--- config.mk ---
export PLATFORM = sky130hd
export DESIGN_NAME = i2c_master_bit_sequencer_unit
export DESIGN_NICKNAME = d
export VERILOG_FILES = /design/src/rtl/core/i2cms_pkg.sv /design/src/rtl/core/i2cms_step.sv /design/src/rtl/core/i2c_master_bit_sequencer_unit.sv
export VERILOG_INCLUDE_DIRS = /design/src /design/src/rtl/core
export SDC_FILE = /design/constraint.sdc
export NUM_CORES = 1
export LEC_CHECK = 0
export BUFFER_PORTS_ARGS = -buffer_cell sky130_fd_sc_hd__buf_2
export CAP_MARGIN = 20
export CELL_PAD_IN_SITES_DETAIL_PLACEMENT = 2
export CELL_PAD_IN_SITES_GLOBAL_PLACEMENT = 2
export CORE_ASPECT_RATIO = 0.6
export CORE_MARGIN = 1
export CORE_UTILIZATION = 40
export CTS_BUF_LIST = sky130_fd_sc_hd__clkbuf_2 sky130_fd_sc_hd__clkbuf_4 sky130_fd_sc_hd__clkbuf_8
export DETAILED_ROUTE_END_ITERATION = 16
export PLACE_DENSITY_LB_ADDON = 0.2
export SLEW_MARGIN = 40
export SYNTH_ARGS = -nofsm -noshare
export SYNTH_HDL_FRONTEND = slang
export SYNTH_SLANG_ARGS = --single-unit
--- constraint.sdc ---
create_clock -name clk -period 3.4 [get_ports clk]
set_input_delay 0.17 -clock clk [delete_from_list [all_inputs] [get_ports clk]]
set_output_delay 0.17 -clock clk [all_outputs]
set_load 0.02 [all_outputs]
--- src/rtl/core/assert_macros.svh ---
// ----------------------------------------------------------------------------
// assert_macros.svh
// Concurrent assertion helpers. Define ASSERT_OFF to compile them away.
// ----------------------------------------------------------------------------
`ifndef ASSERT_MACROS_SVH
`define ASSERT_MACROS_SVH

`ifndef ASSERT_OFF
// Same-cycle implication, disabled while reset is asserted.
`define ASSERT_SAME(lbl, clk, rst_n, ante, cons, msg) \
    lbl: assert property (@(posedge clk) disable iff (!rst_n) (ante) |-> (cons)) \
        else $error(msg);
// Next-cycle implication, disabled while reset is asserted.
`define ASSERT_NEXT(lbl, clk, rst_n, ante, cons, msg) \
    lbl: assert property (@(posedge clk) disable iff (!rst_n) (ante) |=> (cons)) \
        else $error(msg);
`else
`define ASSERT_SAME(lbl, clk, rst_n, ante, cons, msg)
`define ASSERT_NEXT(lbl, clk, rst_n, ante, cons, msg)
`endif

`endif

--- src/rtl/core/i2cms_pkg.sv ---
// ----------------------------------------------------------------------------
// i2cms_pkg
// Shared types and constants of the I2C master bit sequencer.
// ----------------------------------------------------------------------------
package i2cms_pkg;

    // Command codes; codes 6 and 7 carry no meaning and act as an idle tick
    typedef enum logic [2:0] {
        CMD_IDLE  = 3'd0,
        CMD_START = 3'd1,
        CMD_STOP  = 3'd2,
        CMD_SEND  = 3'd3,
        CMD_ACK   = 3'd4,
        CMD_READ  = 3'd5
    } cmd_t;

    // Configuration register indexes
    localparam logic [2:0] CFG_START_STOP_WAIT = 3'd0;
    localparam logic [2:0] CFG_WRITE_HALF_WAIT = 3'd1;
    localparam logic [2:0] CFG_READ_HALF_WAIT  = 3'd2;
    localparam logic [2:0] CFG_ACK_SETTLE_WAIT = 3'd3;
    localparam logic [2:0] CFG_ACK_TIMEOUT     = 3'd4;

    // Configuration reset values
    localparam logic [7:0] RST_START_STOP_WAIT = 8'd4;
    localparam logic [7:0] RST_WRITE_HALF_WAIT = 8'd2;
    localparam logic [7:0] RST_READ_HALF_WAIT  = 8'd100;
    localparam logic [7:0] RST_ACK_SETTLE_WAIT = 8'd3;
    localparam logic [7:0] RST_ACK_TIMEOUT     = 8'd250;

    // Sequence phases
    localparam logic [2:0] PH_FIRST  = 3'd0;
    localparam logic [2:0] PH_SECOND = 3'd1;
    localparam logic [2:0] PH_THIRD  = 3'd2;
    localparam logic [2:0] PH_FOURTH = 3'd3;

    localparam logic [3:0] BIT_LAST = 4'd7;

    typedef struct packed {
        logic [2:0] cmd;
        logic [7:0] tx_data;
        logic       send_ack;
        logic       sda_in;
    } in_item_t;

    typedef struct packed {
        logic       scl_level;
        logic       sda_level;
        logic       sda_drive;
        logic       busy_res;
        logic       done_res;
        logic [7:0] rx_byte;
        logic       ack_missing;
    } out_item_t;

    typedef struct packed {
        logic [7:0] start_stop_wait;
        logic [7:0] write_half_wait;
        logic [7:0] read_half_wait;
        logic [7:0] ack_settle_wait;
        logic [7:0] ack_timeout;
    } cfg_t;

    typedef struct packed {
        cmd_t       active_cmd;
        logic [2:0] phase;
        logic [3:0] bit_index;
        logic [7:0] wait_count;
        logic [7:0] poll_count;
        logic [7:0] shift_byte;
        logic       scl;
        logic       sda;
        logic       sda_dir;
        logic       ack_flag;
        logic [7:0] rx_hold;
        logic       ack_choice;
    } seq_state_t;

endpackage

--- src/rtl/core/i2cms_step.sv ---
// ----------------------------------------------------------------------------
// i2cms_step
// Next-state logic for one timer tick: accept a command, count down the
// phase delay, advance the sequence, shift bits and poll the slave ACK.
// ----------------------------------------------------------------------------
module i2cms_step (
    input  i2cms_pkg::seq_state_t state,
    input  i2cms_pkg::in_item_t   item,
    input  i2cms_pkg::cfg_t       cfg,
    output i2cms_pkg::seq_state_t state_next,
    output i2cms_pkg::out_item_t  result
);

    // A zero wait behaves as one tick
    function automatic logic [7:0] load_wait(input logic [7:0] w);
        return (w == 8'd0) ? 8'd1 : w;
    endfunction

    i2cms_pkg::seq_state_t n;
    logic                  done;
    logic [7:0]            wait_dec;

    always_comb
    begin
        n        = state;
        done     = 1'b0;
        wait_dec = (state.wait_count != 8'd0) ? state.wait_count - 8'd1 : 8'd0;

        if (state.active_cmd == i2cms_pkg::CMD_IDLE)
        begin
            case (item.cmd)
                i2cms_pkg::CMD_START:
                begin
                    n.active_cmd = i2cms_pkg::CMD_START;
                    n.sda_dir    = 1'b1;
                    n.sda        = 1'b1;
                    n.scl        = 1'b1;
                    n.phase      = i2cms_pkg::PH_FIRST;
                    n.wait_count = load_wait(cfg.start_stop_wait);
                end
                i2cms_pkg::CMD_STOP:
                begin
                    n.active_cmd = i2cms_pkg::CMD_STOP;
                    n.sda_dir    = 1'b1;
                    n.scl        = 1'b0;
                    n.sda        = 1'b0;
                    n.phase      = i2cms_pkg::PH_FIRST;
                    n.wait_count = load_wait(cfg.start_stop_wait);
                end
                i2cms_pkg::CMD_SEND:
                begin
                    n.active_cmd = i2cms_pkg::CMD_SEND;
                    n.sda_dir    = 1'b1;
                    n.scl        = 1'b0;
                    n.bit_index  = 4'd0;
                    n.sda        = item.tx_data[7];
                    n.shift_byte = {item.tx_data[6:0], 1'b0};
                    n.phase      = i2cms_pkg::PH_FIRST;
                    n.wait_count = load_wait(cfg.write_half_wait);
                end
                i2cms_pkg::CMD_ACK:
                begin
                    n.active_cmd = i2cms_pkg::CMD_ACK;
                    n.sda_dir    = 1'b0;
                    n.scl        = 1'b1;
                    n.poll_count = 8'd0;
                    n.ack_flag   = 1'b0;
                    n.phase      = i2cms_pkg::PH_FIRST;
                    n.wait_count = load_wait(cfg.ack_settle_wait);
                end
                i2cms_pkg::CMD_READ:
                begin
                    n.active_cmd = i2cms_pkg::CMD_READ;
                    n.sda_dir    = 1'b0;
                    n.scl        = 1'b0;
                    n.shift_byte = 8'd0;
                    n.bit_index  = 4'd0;
                    n.ack_choice = item.send_ack;
                    n.phase      = i2cms_pkg::PH_FIRST;
                    n.wait_count = load_wait(cfg.read_half_wait);
                end
                default:
                begin
                end
            endcase
        end
        else if ((state.active_cmd == i2cms_pkg::CMD_ACK && state.phase == i2cms_pkg::PH_SECOND)
                 || wait_dec == 8'd0)
        begin
            // Polling ACK skips the delay countdown entirely
            if (!(state.active_cmd == i2cms_pkg::CMD_ACK
                  && state.phase == i2cms_pkg::PH_SECOND))
            begin
                n.wait_count = wait_dec;
            end

            case (state.active_cmd)
                i2cms_pkg::CMD_START:
                begin
                    if (state.phase == i2cms_pkg::PH_FIRST)
                    begin
                        n.sda        = 1'b0;
                        n.phase      = i2cms_pkg::PH_SECOND;
                        n.wait_count = load_wait(cfg.start_stop_wait);
                    end
                    else
                    begin
                        n.scl        = 1'b0;
                        n.active_cmd = i2cms_pkg::CMD_IDLE;
                        n.phase      = i2cms_pkg::PH_FIRST;
                        done         = 1'b1;
                    end
                end
                i2cms_pkg::CMD_STOP:
                begin
                    if (state.phase == i2cms_pkg::PH_FIRST)
                    begin
                        n.scl        = 1'b1;
                        n.sda        = 1'b1;
                        n.phase      = i2cms_pkg::PH_SECOND;
                        n.wait_count = load_wait(cfg.start_stop_wait);
                    end
                    else
                    begin
                        n.active_cmd = i2cms_pkg::CMD_IDLE;
                        n.phase      = i2cms_pkg::PH_FIRST;
                        done         = 1'b1;
                    end
                end
                i2cms_pkg::CMD_SEND:
                begin
                    if (state.phase == i2cms_pkg::PH_FIRST)
                    begin
                        n.scl        = 1'b1;
                        n.phase      = i2cms_pkg::PH_SECOND;
                        n.wait_count = load_wait(cfg.write_half_wait);
                    end
                    else if (state.phase == i2cms_pkg::PH_SECOND)
                    begin
                        n.scl        = 1'b0;
                        n.phase      = i2cms_pkg::PH_THIRD;
                        n.wait_count = load_wait(cfg.write_half_wait);
                    end
                    else if (state.bit_index >= i2cms_pkg::BIT_LAST)
                    begin
                        n.active_cmd = i2cms_pkg::CMD_IDLE;
                        n.phase      = i2cms_pkg::PH_FIRST;
                        done         = 1'b1;
                    end
                    else
                    begin
                        n.bit_index  = state.bit_index + 4'd1;
                        n.sda        = state.shift_byte[7];
                        n.shift_byte = {state.shift_byte[6:0], 1'b0};
                        n.phase      = i2cms_pkg::PH_FIRST;
                        n.wait_count = load_wait(cfg.write_half_wait);
                    end
                end
                i2cms_pkg::CMD_ACK:
                begin
                    n.phase = i2cms_pkg::PH_SECOND;
                    if (!item.sda_in)
                    begin
                        n.scl        = 1'b0;
                        n.ack_flag   = 1'b0;
                        n.active_cmd = i2cms_pkg::CMD_IDLE;
                        n.phase      = i2cms_pkg::PH_FIRST;
                        done         = 1'b1;
                    end
                    else if (state.poll_count >= cfg.ack_timeout)
                    begin
                        // No ACK: flag it and run a stop sequence
                        n.ack_flag   = 1'b1;
                        n.active_cmd = i2cms_pkg::CMD_STOP;
                        n.sda_dir    = 1'b1;
                        n.scl        = 1'b0;
                        n.sda        = 1'b0;
                        n.phase      = i2cms_pkg::PH_FIRST;
                        n.wait_count = load_wait(cfg.start_stop_wait);
                    end
                    else
                    begin
                        n.poll_count = state.poll_count + 8'd1;
                    end
                end
                i2cms_pkg::CMD_READ:
                begin
                    if (state.phase == i2cms_pkg::PH_FIRST)
                    begin
                        n.scl        = 1'b1;
                        n.shift_byte = {state.shift_byte[6:0], item.sda_in};
                        n.phase      = i2cms_pkg::PH_SECOND;
                        n.wait_count = load_wait(cfg.read_half_wait);
                    end
                    else if (state.phase == i2cms_pkg::PH_SECOND)
                    begin
                        n.scl = 1'b0;
                        if (state.bit_index >= i2cms_pkg::BIT_LAST)
                        begin
                            n.rx_hold    = state.shift_byte;
                            n.sda_dir    = 1'b1;
                            n.sda        = ~state.ack_choice;
                            n.phase      = i2cms_pkg::PH_THIRD;
                            n.wait_count = load_wait(cfg.write_half_wait);
                        end
                        else
                        begin
                            n.bit_index  = state.bit_index + 4'd1;
                            n.phase      = i2cms_pkg::PH_FIRST;
                            n.wait_count = load_wait(cfg.read_half_wait);
                        end
                    end
                    else if (state.phase == i2cms_pkg::PH_THIRD)
                    begin
                        n.scl        = 1'b1;
                        n.phase      = i2cms_pkg::PH_FOURTH;
                        n.wait_count = load_wait(cfg.write_half_wait);
                    end
                    else
                    begin
                        n.scl        = 1'b0;
                        n.active_cmd = i2cms_pkg::CMD_IDLE;
                        n.phase      = i2cms_pkg::PH_FIRST;
                        done         = 1'b1;
                    end
                end
                default:
                begin
                    n.active_cmd = i2cms_pkg::CMD_IDLE;
                    n.phase      = i2cms_pkg::PH_FIRST;
                    done         = 1'b1;
                end
            endcase
        end
        else
        begin
            n.wait_count = wait_dec;
        end
    end

    assign state_next = n;

    always_comb
    begin
        result.scl_level   = n.scl;
        result.sda_level   = n.sda_dir ? n.sda : 1'b1;
        result.sda_drive   = n.sda_dir;
        result.busy_res    = (n.active_cmd != i2cms_pkg::CMD_IDLE);
        result.done_res    = done;
        result.rx_byte     = n.rx_hold;
        result.ack_missing = n.ack_flag;
    end

endmodule

--- src/rtl/core/i2c_master_bit_sequencer_unit.sv ---
// ----------------------------------------------------------------------------
// i2c_master_bit_sequencer_unit
// I2C master line sequencer: start, stop, byte send, ACK wait and byte read.
// ----------------------------------------------------------------------------
// Usage:
//   Input channel (in_valid/in_ready/in_data): one transfer per timer tick,
//   carrying the sampled SDA level and an optional command. Commands that
//   arrive while a sequence is running are ignored.
//   Output channel (out_valid/out_ready/out_data): one transfer per input,
//   showing SCL/SDA drive levels, busy, a done pulse, the last read byte and
//   the missing-ACK flag as they stand after that tick.
//   Configuration: cfg_we writes cfg_data into register cfg_index (0 start/
//   stop wait, 1 write half wait, 2 read half wait, 3 ACK settle wait,
//   4 ACK timeout); write only while idle.
//   The output is registered and valid in the cycle after the input
//   transfer. Throughput: one tick per clock, set by the single next-state
//   stage feeding the result register; in_ready stays high while the result
//   register is empty or being drained in the same cycle.
//   Reset: lines high and driven, sequencer idle, registers at defaults.
//   A stalled receiver holds the result and drops in_ready until it drains.
// ----------------------------------------------------------------------------
`include "assert_macros.svh"

module i2c_master_bit_sequencer_unit (
    input  logic                   clk,
    input  logic                   rst_n,
    input  logic                   in_valid,
    output logic                   in_ready,
    input  i2cms_pkg::in_item_t    in_data,
    output logic                   out_valid,
    input  logic                   out_ready,
    output i2cms_pkg::out_item_t   out_data,
    input  logic                   cfg_we,
    input  logic [2:0]             cfg_index,
    input  logic [7:0]             cfg_data
);

    i2cms_pkg::cfg_t       cfg_reg;
    i2cms_pkg::seq_state_t state_reg;
    i2cms_pkg::seq_state_t state_next;
    i2cms_pkg::out_item_t  result_next;
    i2cms_pkg::out_item_t  out_data_reg;
    logic                  out_valid_reg;
    logic                  in_fire;

    // Take a new tick whenever the result slot is free or draining now
    assign in_ready = ~out_valid_reg | out_ready;
    assign in_fire  = in_valid & in_ready;

    // Configuration registers
    always_ff @(posedge clk or negedge rst_n)
    begin
        if (!rst_n)
        begin
            cfg_reg.start_stop_wait <= i2cms_pkg::RST_START_STOP_WAIT;
            cfg_reg.write_half_wait <= i2cms_pkg::RST_WRITE_HALF_WAIT;
            cfg_reg.read_half_wait  <= i2cms_pkg::RST_READ_HALF_WAIT;
            cfg_reg.ack_settle_wait <= i2cms_pkg::RST_ACK_SETTLE_WAIT;
            cfg_reg.ack_timeout     <= i2cms_pkg::RST_ACK_TIMEOUT;
        end
        else if (cfg_we)
        begin
            case (cfg_index)
                i2cms_pkg::CFG_START_STOP_WAIT: cfg_reg.start_stop_wait <= cfg_data;
                i2cms_pkg::CFG_WRITE_HALF_WAIT: cfg_reg.write_half_wait <= cfg_data;
                i2cms_pkg::CFG_READ_HALF_WAIT:  cfg_reg.read_half_wait  <= cfg_data;
                i2cms_pkg::CFG_ACK_SETTLE_WAIT: cfg_reg.ack_settle_wait <= cfg_data;
                i2cms_pkg::CFG_ACK_TIMEOUT:     cfg_reg.ack_timeout     <= cfg_data;
                default:
                begin
                end
            endcase
        end
    end

    // Per-tick sequencing logic
    i2cms_step u_step (
        .state      (state_reg),
        .item       (in_data),
        .cfg        (cfg_reg),
        .state_next (state_next),
        .result     (result_next)
    );

    // Sequencer state: advance only on an accepted tick
    always_ff @(posedge clk or negedge rst_n)
    begin
        if (!rst_n)
        begin
            state_reg.active_cmd <= i2cms_pkg::CMD_IDLE;
            state_reg.phase      <= i2cms_pkg::PH_FIRST;
            state_reg.bit_index  <= 4'd0;
            state_reg.wait_count <= 8'd0;
            state_reg.poll_count <= 8'd0;
            state_reg.shift_byte <= 8'd0;
            state_reg.scl        <= 1'b1;
            state_reg.sda        <= 1'b1;
            state_reg.sda_dir    <= 1'b1;
            state_reg.ack_flag   <= 1'b0;
            state_reg.rx_hold    <= 8'd0;
            state_reg.ack_choice <= 1'b0;
        end
        else if (in_fire)
        begin
            state_reg <= state_next;
        end
    end

    // Result register: hold the valid flag until the receiver takes it
    always_ff @(posedge clk or negedge rst_n)
    begin
        if (!rst_n)
        begin
            out_valid_reg <= 1'b0;
        end
        else if (in_ready)
        begin
            out_valid_reg <= in_valid;
        end
    end

    always_ff @(posedge clk)
    begin
        if (in_fire)
        begin
            out_data_reg <= result_next;
        end
    end

    assign out_valid = out_valid_reg;
    assign out_data  = out_data_reg;

    // A finished command always leaves the sequencer idle
    `ASSERT_SAME(a_done_not_busy, clk, rst_n,
        out_valid_reg && out_data_reg.done_res, !out_data_reg.busy_res,
        "done pulse while still busy")

    // Idle sequencer always parks in the first phase
    `ASSERT_SAME(a_idle_phase, clk, rst_n,
        state_reg.active_cmd == i2cms_pkg::CMD_IDLE,
        state_reg.phase == i2cms_pkg::PH_FIRST,
        "idle sequencer with nonzero phase")

    // A start accepted while idle must launch the start sequence
    `ASSERT_NEXT(a_start_launch, clk, rst_n,
        in_fire && state_reg.active_cmd == i2cms_pkg::CMD_IDLE
            && in_data.cmd == i2cms_pkg::CMD_START,
        state_reg.active_cmd == i2cms_pkg::CMD_START && out_data_reg.busy_res,
        "start command not launched")

endmodule
Word-level counts from Yosys, hierarchy flattened:

Index checks and enable logic that the tools add are counted.

* register bits after elaboration: 102
* output and inout bits: 16
* word-level logic and storage cells: 194

* $add $sub $neg: 3
* magnitude comparators: 2
* eq/ne operators: 29
* muxes and demuxes: 95
* bitwise gates (word level): 5
* reduce and logical (&&, ||, !) cells: 35

Operators by type and width (number)
* 8-bit 2-to-1 mux: 27
* 8-bit one-hot mux with 4 select lines: 2
* 8-bit logical NOT: 5
* 38-bit 2-to-1 mux: 1
* 8-bit one-hot mux with 2 select lines: 2
* 3-bit 2-to-1 mux: 10
* 6-bit one-hot mux with 5 select lines: 1
* 28-bit 2-to-1 mux: 1
* 4-bit 2-to-1 mux: 7
* 6-bit one-hot mux with 4 select lines: 1
* 1-bit 2-to-1 mux: 23
* 3-bit by 2-bit == test with 1-bit output (second input constant): 7
* 16-bit 2-to-1 mux: 1
* 2-bit 2-to-1 mux: 8
* 3-bit == test (second input constant): 5
* 3-bit by 2-bit != test with 1-bit output (second input constant): 5
* 3-bit by 1-bit == test with 1-bit output (second input constant): 4
* 12-bit 2-to-1 mux: 1
* 6-bit 2-to-1 mux: 2
* 2-bit AND reduction: 6
* 2-bit OR reduction: 6
* 10-bit 2-to-1 mux: 1
* 2-bit one-hot mux with 5 select lines: 1
* 10-bit AND reduction: 1
* other kinds (28): 41

Depth between registers and ports, before layout:

* depth in word-level cells: 10
* mapped depth: 11
* depth with buffers taken out: 9

Cells and area by module:

Synthesis repeated with hierarchy kept, for this count alone.

* cells, all modules: 694
* area, all modules: 6877.8 µm²

By module, submodules not included
* i2c_master_bit_sequencer_unit: instances 1, cells an instance 206, area each 3756.1 µm², sequential area each 2642.5 µm²
* i2cms_step: instances 1, cells an instance 488, area each 3121.7 µm², sequential area each 0.0 µm²

Worst setup path after synthesis:

No wires, ideal clock.

* kind: register to register
* from: register state_reg[29] (netlist name)
* to: register out_data_reg, in the netlist out_data[1], data pin
* library setup time: 0.260 ns
* arrival time: 2.396 ns
* data required time: 3.140 ns
* setup slack: 0.744 ns
* stages on the path, launching flop included: 10
* path buffers: 1
* period minus slack after synthesis: 2.656 ns
* cells stage by stage: dfrtp_1 > inv_1 > ha_1 > clkbuf_1 > and2_1 > o211ai_1 > a2111oi_4 > nor2_2 > nor2_2 > mux2_2

RTL lines
* start: declaration: line i2c_master_bit_sequencer_unit.sv:39 `i2cms_pkg::seq_state_t state_reg;`
* start signal: assignment: line i2c_master_bit_sequencer_unit.sv:105 `state_reg <= state_next;`
* end signal: assignment: line i2c_master_bit_sequencer_unit.sv:126 `out_data_reg <= result_next;`
* end: declaration: line i2c_master_bit_sequencer_unit.sv:42 `i2cms_pkg::out_item_t out_data_reg;`

==> results.ini <==
[logic_synthesis]
synth_compound_area_frac=0.216
synth_largest_area_cell=dfrtp_1
syn_area_um2=6270
netlist_top_cells_area=dfrtp_1 (28%), mux2_2 (10%), dfstp_2 (6.7%)
yosysSeqAreaShare=0.418
ys_async_sr_fraction=0.861
synth_enable_flop_cells=14
yosysWarningCount=0
syn_nets=715
synth_mux_area_frac=0.123
syn_area_per_cell_um2=9.38
synth_top_area_share=0.283
synth_fa_ha_area_frac=0.0375
ys_types=76
synth_top_family_by_area=compound AO/OA/AOI/OAI gates
synth_ff_type=dfrtp_1
ys_seq_elements=101
yosys.area_share.simple=0.168
netlist_instances=668
synthXorXnorAreaFrac=0.00419

[routing]
drc=0
drt-total-wl_mm=23.7
via_per_inst=6.25
ant_nets=0
first_iter_violations=454
wire_per_inst_um=25.7
first_pass_iters=5
vias=5752

[power]
finalPower_mw=5.00
ir_drop_mv=0.339
power_density_nw_per_um2=713
leakage_nw=2.98

[floorplanning]
die_y_um=99.0
pin_count=45
die_w_um=164
core_area_um2=15300
start_util=0.409
num_rows=35
dieArea_um2=16200

[finish]
antenna_cells=0
post_layout_nonfiller_instances=921
drive_gt1_frac=0.242
largest_reg_flops=46
fin_util=0.458
fillCellCount=1678
nNetsFinal=760
syn2layout_area_growth_pct=11.9

[place]
routabilityCongestion=0.963
place_inst=903
port_buffers=44
dp_hpwl_mm=18.3
dp_slack_ps=157

[timing]
fmax_ghz=0.308
tightest_slew_ps=741
setup_tns_ps=0
rsz0062_at_grt=no
slew_headroom=0.504
drv_slew=0
finalCritPeriodShare=0.956
finalSetupViolCount=0
fin_ws_ps=150
min_period_ps=3250
skew_ps=16.1
hold_violations=0

[worst_setup_path]
path_buf_inv=1
critical_path_required_ps=3520
cp_max_fo=11
slowest_stage=or4b_1
setup.worst_path.start_class=register
path_class=reg -> reg
crit_family=simple AND/OR/NAND/NOR gates
crit_chain=inv_1, ha_2, or4b_1, nor2_2, a2111o_1, nand2_2, and2_1, a222oi_1, nand3_1
crit_arrival_ps=3370
cp-end-kind=register
slowest_delay_ps=540

[cts]
postCtsSetupRepairBufs=0
numCtsBuffers=9
clk-insertion-delay-late_ps=400
htree_levels=3
path_clk_slew_ps=110
cts_buffer_depth=2
cts.sinks=101
clockRootBuffer=clkbuf_8
cts_tree=done

[global_routing]
grt_pass1_wl_mm=36.9
antenna_found_initial=0
grt_remaining_overflow=0
grt_pass1_vias=5990
grt_max_degree=74
grt_usage=0.308

[run_status]
status=finished clean

[hold_path]
hold_path_class=in -> reg

[run]
maxCapViolations=0

metrics by stage:
stage,cell area [um^2],hold WS [ps]
3_5_place_dp,6770,242
4_1_cts,7010,15.7
2_1_floorplan,6270,-126
6_report,7020,16.7
5_1_grt,7020,15.1
3_3_place_gp,6770,373
layout make-up:
cell class                      instances  area [um^2]  area share
Clock inverter                          7         92.6      0.0132
Timing Repair Buffer                   66          397      0.0565
Multi-Input combinational cell        514         3450       0.492
Clock buffer                            9          124      0.0177
Tap cell                              203          254      0.0362
Inverter                               21         78.8      0.0112
Sequential cell                       101         2620       0.373
per-layer routing:
layer,GRT usage,vias up,routed length (um)
met5,0,-,0
met4,0.0577,0,269
met3,0.0934,32,1940
met2,0.433,192,9820
met1,0.462,2962,11600
li1,-,2566,-
Yosys cell counts, drive strengths merged (10+ instances only):
| master | n |
|---|---|
| a21oi | 34 |
| a22oi | 10 |
| a31oi | 13 |
| and3 | 11 |
| clkbuf | 28 |
| dfrtp | 71 |
| dfstp | 16 |
| edfxtp | 14 |
| ha | 18 |
| inv | 20 |
| mux2 | 58 |
| mux2i | 12 |
| nand2 | 77 |
| nand3 | 11 |
| nor2 | 60 |
| nor3 | 21 |
| o211ai | 10 |
| o21ai | 64 |
report_power, final:
group          internal (mW)  leakage [nW]  switching, mW  total [mW]
logic                  0.810          1.65           1.48        2.29
clock network          0.362         0.111          0.498       0.860
registers               1.53          1.22          0.323        1.85
worst register-to-register path, delay by kind of cell, from the launching register on:
kind | cells | cell delay, ps
AO/OA/AOI/OAI | 2 | 710
adder cells (fa/ha/maj) | 1 | 300
buffers and inverters | 1 | 120
flip-flops | 1 | 490
AND/OR/NAND/NOR | 5 | 1360
kinds of logic (layout without fill, tap and decap cells):
group | count (synthesis) | count (layout)
flip-flops | 101 | 101
XOR/XNOR | 3 | 3
buffers and inverters | 53 | 103
AO/OA/AOI/OAI | 203 | 203
multiplexers | 70 | 70
adder cells (fa/ha/maj) | 19 | 19
AND/OR/NAND/NOR | 219 | 219
final timing paths:
check / start / end / slack [ps] / depth (start not counted)
max reg2reg: state_reg[29] / out_data[10] / 150 / 9
min in group asynchronous: rst_n / state_reg[44] / 360 / 2
max in group asynchronous: rst_n / cfg_reg[25] / 2280 / 3
min: in_data[1] / state_reg[0] / 20 / 2
max: state_reg[29] / out_data[10] / 150 / 9
min reg2reg: state_reg[2] / state_reg[2] / 530 / 1
repair_timing:
| action | 4_1_cts | 5_1_grt |
|---|---|---|
| setup endpoints to repair | 0 | 1 |
| endpoints found under the hold margin | 61 | 0 |
| resized for setup | 0 | 1 |
| hold buffers | 2 | 0 |
placed cells by master, fill, tap and decap left out, types with 5 or more instances in the layout:
cell and n:
dfrtp_1 71, o21ai_1 8, inv_1 20, a211oi_1 9, a31oi_1 12, dfstp_2 16
clkbuf_8 9, o21ai_0 55, nand2_1 76, and3_1 11, edfxtp_1 14, ha_1 17
buf_2 43, mux2i_1 12, buf_4 20, a21oi_1 32, nand3_1 10, a221o_1 5
nor2_1 57, nor2b_1 6, a21o_1 9, mux2_2 58, a22oi_1 10, o211ai_1 10
nand2b_1 6, nor3_1 17, o21a_1 5
No activity file was read; power rests on OpenSTA's default activity.
